`src/hw/rtl/ppbs_pkg.sv`:
```
// ppbs_pkg: shared types, constants and the per-channel average for the palette pixel blend stream
// no dependencies; imported by every module of the block

package ppbs_pkg;

    localparam int unsigned CIDX_W     = 15;
    localparam int unsigned ECOL_W     = 30;
    localparam int unsigned PIX_W      = 32;
    localparam int unsigned CFG_IDX_W  = 3;
    localparam int unsigned CFG_DATA_W = 10;

    localparam int unsigned OUT_DEPTH  = 4;
    localparam int unsigned OPW        = $clog2(OUT_DEPTH);
    localparam int unsigned OCW        = $clog2(OUT_DEPTH + 1);

    localparam logic [PIX_W-1:0] MASK_24 = 32'h0101_0101;
    localparam logic [PIX_W-1:0] MASK_30 = 32'h4010_0401;

    localparam logic MODE_PIXEL = 1'b1;

    typedef enum logic [CFG_IDX_W-1:0] {
        CFG_COLOR_DEPTH  = 3'd0,
        CFG_BLEND_EN     = 3'd1,
        CFG_BLEED_EN     = 3'd2,
        CFG_FRAME_WIDTH  = 3'd3,
        CFG_FRAME_HEIGHT = 3'd4
    } t_cfg_idx;

    typedef struct packed {
        logic              valid;
        logic              write;
        logic [CIDX_W-1:0] color_index;
        logic [ECOL_W-1:0] entry_color;
    } t_pal_req;

    typedef struct packed {
        logic [PIX_W-1:0] pixel_color;
        logic             line_end;
        logic             frame_end;
    } t_result;

    function automatic logic [PIX_W-1:0] chan_avg(
        input logic [PIX_W-1:0] a,
        input logic [PIX_W-1:0] b,
        input logic             wide
    );
        logic [PIX_W-1:0] m;
        logic [PIX_W-1:0] s;
        m = wide ? MASK_30 : MASK_24;
        s = a + b;
        s = s - ((a ^ b) & m);
        return {1'b0, s[PIX_W-1:1]};
    endfunction

endpackage

```
`src/hw/rtl/ppbs_out_fifo.sv`:
```
// ppbs_out_fifo: small result queue taking up to two results a cycle, one out a cycle while i_stall is low
// uses ppbs_pkg; decouples the pipeline from the receiver's stall

module ppbs_out_fifo (
    input  logic                  i_clk,
    input  logic                  i_rst_n,
    input  logic [1:0]            i_wr_cnt,
    input  ppbs_pkg::t_result     i_wr_data [2],
    output logic                  o_valid,
    input  logic                  i_stall,
    output ppbs_pkg::t_result     o_data,
    output logic                  o_space_ok
);
    import ppbs_pkg::*;

    t_result          r_mem [OUT_DEPTH];
    logic [OPW-1:0]   r_wp;
    logic [OPW-1:0]   r_rp;
    logic [OCW-1:0]   r_count;
    logic             w_pop;
    logic [OCW-1:0]   n_count;

    assign o_valid    = (r_count != '0);
    assign w_pop      = o_valid && !i_stall;
    assign o_data     = r_mem[r_rp];
    assign o_space_ok = (r_count <= OCW'(OUT_DEPTH - 2));
    assign n_count    = r_count + OCW'(i_wr_cnt) - OCW'(w_pop);

    always_ff @(posedge i_clk) begin
        if (!i_rst_n) begin
            r_wp    <= '0;
            r_rp    <= '0;
            r_count <= '0;
        end else begin
            r_wp    <= r_wp + OPW'(i_wr_cnt);
            r_rp    <= r_rp + OPW'(w_pop);
            r_count <= n_count;
        end
    end

    always_ff @(posedge i_clk) begin
        if (i_wr_cnt != 2'd0) begin
            r_mem[r_wp] <= i_wr_data[0];
        end
        if (i_wr_cnt == 2'd2) begin
            r_mem[r_wp + OPW'(1)] <= i_wr_data[1];
        end
    end

endmodule
```
`config.mk`:
```
export PLATFORM = sky130hd
export DESIGN_NAME = ppbs_out_fifo
export DESIGN_NICKNAME = d
export VERILOG_FILES = /design/src/hw/rtl/ppbs_pkg.sv /design/src/hw/rtl/ppbs_out_fifo.sv
export SDC_FILE = /design/constraint.sdc
export NUM_CORES = 1
export LEC_CHECK = 0
export BUFFER_PORTS_ARGS = -buffer_cell sky130_fd_sc_hd__buf_2
export CORE_UTILIZATION = 52
export DETAILED_ROUTE_END_ITERATION = 7
export PLACE_DENSITY = 0.73
export RECOVER_POWER = 50
export SETUP_SLACK_MARGIN = 0.02
export SYNTH_ARGS = -nofsm -noshare
export SYNTH_HDL_FRONTEND = slang
export SYNTH_SLANG_ARGS = --single-unit
```
`constraint.sdc`:
```
create_clock -name i_clk -period 3.8 [get_ports i_clk]
set_clock_uncertainty 0.15 [all_clocks]
set_input_delay 0.19 -clock i_clk [delete_from_list [all_inputs] [get_ports i_clk]]
set_output_delay 0.19 -clock i_clk [all_outputs]
set_load 0.03 [all_outputs]
```
### Yosys cells after proc, flatten, opt, wreduce, memory -nomap -nowiden

Memory sizes are Yosys's and may differ from the RTL's. A register that Yosys moved wholly into a read port is not among the register bits.
Cells that the tools add are included.

* equal/unequal tests: 1
* reductions and logical operators: 4
* order comparisons: 1
* mux-type cells: 5
* $add $sub $neg: 5

Operator list (number)
* 1-bit two-way mux: 4
* 3-bit by 2-bit adder with 3-bit output: 1
* 3-bit by 2-bit less-or-equal comparator with 1-bit output, second input constant: 1
* 3-bit nonzero test: 1
* 3-bit by 1-bit subtractor with 3-bit output: 1
* 2-bit by 1-bit adder with 2-bit output: 1
* 2-bit by 1-bit adder with 2-bit output, second input constant: 1
* 2-bit adder: 1
* 2-bit == test, second input constant: 1
* 2-bit two-way mux: 1
* 2-bit nonzero test: 1
* 1-bit logical AND: 1
* 1-bit logical NOT: 1

* flip-flop bits (word level): 7
* bits in writable memories: 136
* memories: 1
* output and inout bits: 36

Memories
* r_mem: words 4, width 34, read ports 1, clocked after Yosys merged registers in 1, wr ports 2, RTL line ppbs_out_fifo.sv:16 `t_result r_mem [OUT_DEPTH];`

### Depth between registers and ports, before layout

* depth in word-level cells: 4
* depth in mapped cells: 9

### Least setup slack after synthesis

No wires, ideal clock.

* kind: reg2reg
* start: register r_wp[0]
* end: memory r_mem[0][0] (netlist name), enable pin
* required time: 3.173 ns
* period minus slack after synthesis: 3.683 ns
* cell stages (with the launch flop): 3
* arrival time: 3.057 ns
* setup time: 0.477 ns
* setup slack: 0.117 ns
* buffers on the path: 1
* cells stage by stage: dfxtp_1 -> buf_2 -> o31ai_1

RTL lines
* start: declaration: RTL line ppbs_out_fifo.sv:17 `logic [OPW-1:0] r_wp;`
* start signal: assignment: RTL line ppbs_out_fifo.sv:35 `r_wp <= r_wp + OPW'(i_wr_cnt);`
* end: declaration: RTL line ppbs_out_fifo.sv:16

==> impl_metrics.yaml <==
clock_tree:
  cts_root_buffer: "clkbuf_16"
  cts_setup_buffers: 0
  hold_buffers: 104
  htreeDepth: 4
  cts_made_buffers: 17
  ctsResizeCount: 0
  insertion_delay_ns: 0.42
  cts_tree: "built"
  clock-sinks: 143
  clk_pin_slew_ns: 0.06
  clockBufferDepth: 2
power:
  p_sw_mw: 1.328
  powerDensity_nw_per_um2: 503.3
  p_seq_frac: 0.436
  finalPower_mw: 4.689
  switching_share: 0.2831
  power_leakage_nw: 3.401
  ir_worst_vdd_v: 0.0003424
  clkPwrFrac: 0.315
  p_int_mw: 3.362
  pwr-share-comb: 0.250
detailed_routing:
  drt_wl_total_um: 15650
  drt_pass1_iterations: 4
  ant_nets: 0
  dr_total_vias: 4266
  drtIter0Drc: 297
  wl_per_cell_um: 20.04
  drc: 0
  routed_via_density: 5.462
setup_path:
  r2r-end: "r_mem[1][24]$_DFFE_PP_"
  crit_slowest_cell: "nor2_1"
  cp-endpoint: "r_mem[1][24]$_DFFE_PP_"
  cp.depth: 3
  start_kind: "register"
  end_kind: "register"
  slowest_delay_ns: 1.44
  crit-reg2reg-launch: "r_wp[0]$_SDFF_PN0_"
  crit_arrival_ns: 3.05
  path_class: "reg -> reg"
  cp_cell_sequence: "a21oi_1, nor2_1, buf_4"
  r2r_setup_slack_ns: 0.69
  reg2reg_depth: 3
  crit_family: "simple AND/OR/NAND/NOR gates"
  critPathBufInv: 1
  worst-endpoint-required_ns: 3.74
  startpoint: "r_wp[0]$_SDFF_PN0_"
  crit_fanout: 18
logic_synthesis:
  netlist_area_um2: 7117
  yosysSeqAreaShare: 0.5935
  syn_area_per_cell_um2: 18.88
  syn_nets: 454
  async_flop_share: 0
  synthFlopType: "edfxtp_1"
  synth_warnings: 0
  synth.distinct_cells: 33
  netlist_instances: 377
  ys_ff_latch: 143
  synth_edf_count: 136
layout:
  layout_common_cells: "136 x edfxtp_1, 106 x buf_2, 104 x dlygate4sd3_1"
  layout-drive-gt1-share: 0.5008
  layout.cells.most_common: "edfxtp_1"
  synthToLayoutAreaGrowth_pct: 30.92
  final_area_um2: 9318
  nets: 670
  num_antenna_cells: 0
die:
  die_y_um: 119.0
  rows: 42
  ioPinCount: 109
  die_w_um: 119.0
  coreArea_um2: 13300
  fp.dieArea_um2: 14160
  start_util: 0.5353
sta:
  hold_viol_final: 0
  worst_pin_slew_ns: 2.004
  finalSetupTns_ns: 0
  fmax_mhz: 321.7
  setup_viol: 0
  maxSlewViolCount: 38
  layout_min_cycle_time_ns: 3.109
  fin_crit_sh: 0.8180
  timing.hold.ws_ns: 0.07656
  rsz0062_at_grt: "no"
  slew_headroom: -0.3385
place:
  dp_hpwl_um: 8880
  portBuffers: 108
  placed_area_um2: 7810
  gp_congestion: 0.7102
run:
  maxCapViolations: 2
global_route:
  grt_max_degree: 37
  antenna_found_initial: 0
  grt_usage: 0.2356
  grt.overflow.total: 0
  grt_pass1_wl_um: 24470
  grt_pass1_vias: 4629
status:
  violations: "capacitance limit, slew limit"
  status: "finished with violations"
worst_hold_path:
  hold_path.class: "in -> reg"
  min_from: "i_wr_cnt[0]"
## area by class of cell
cell class / count / area (um2)
Clock buffer: 23 / 447.9
Clock inverter: 8 / 67.56
Fill cell: 905 / 3978
Inverter: 4 / 15.01
Multi-Input combinational cell: 206 / 2690
Sequential cell: 143 / 4227
Tap cell: 176 / 220.2
Timing Repair Buffer: 221 / 1650
## worst register-to-register path: stages (launching register included)
cell and delay, ns:
dfxtp_1 0.53, a21oi_1 0.15, nor2_1 1.44, buf_4 0.50
## how the worst min path moves through the flow
stage | endpoint | cells past startpoint | slack [ns]
after floorplan | r_count[0]$_SDFF_PN0_ | 1 | 0.16
after global placement | r_wp[1]$_SDFF_PN0_ | 2 | 0.34
after detailed placement | r_count[0]$_SDFF_PN0_ | 2 | 0.35
after CTS | r_count[0]$_SDFF_PN0_ | 3 | 0.07
after global routing | r_count[0]$_SDFF_PN0_ | 3 | 0.10
final | r_count[0]$_SDFF_PN0_ | 3 | 0.08
## power by group through the flow
stage	Clock (mW)	Combinational, mW	Sequential, mW
finish	1.48	1.17	2.04
detailed placement	0	1.09	2.08
CTS	1.50	1.19	2.05
global route	1.55	1.24	2.06
global placement	0	1.07	2.07
floorplan	0	0.851	1.99
## metal layers
metal  vias up  share of wire  global-route usage
met5         -              0                   0
met4         0         0.0065             0.07358
met3         8          0.040             0.05603
met2        95           0.53              0.4146
met1      2201           0.43              0.2854
li1       1962              -                   -
## state kept, by name, summed over array words and instances, names as in the netlist
register and cells:
r_count 3, r_mem 136, r_rp 2, r_wp 2
## kinds of logic (layout without fill, tap and decap cells)
group,count (synthesis),in the layout,synth area share
AOI/OAI and AO/OA,9,9,0.008088
muxes,170,170,0.3386
xor gates and xnor gates,4,4,0.004924
and+or+nand+nor,19,19,0.01916
buffers and inverters,28,256,0.02760
adders and majority gates,4,4,0.008088
DFF,143,143,0.5935
## stage by stage
stage / setup slack, ns / instances / utilization
detailed placement: 1.303 / 646 / 0.5874
finish: 0.6914 / 781 / 0.7008
floorplan: 0.1167 / 377 / -
CTS: 0.8522 / 781 / 0.7045
global route: 0.4983 / 781 / 0.7008
global placement: 1.315 / 646 / 0.5874
## cells in the mapped netlist (all sizes together), types with 3 or more instances
cell type    n  area, um2
dfxtp        7      140.1
nor2         3      11.26
ha           3      37.54
nor2b        3      21.27
and2         4      25.02
edfxtp     136       4084
xnor2        3      26.28
mux4        34      765.7
mux2       136       1644
inv          4      15.01
buf         23      176.4
Power figures use the tool's default switching activity.
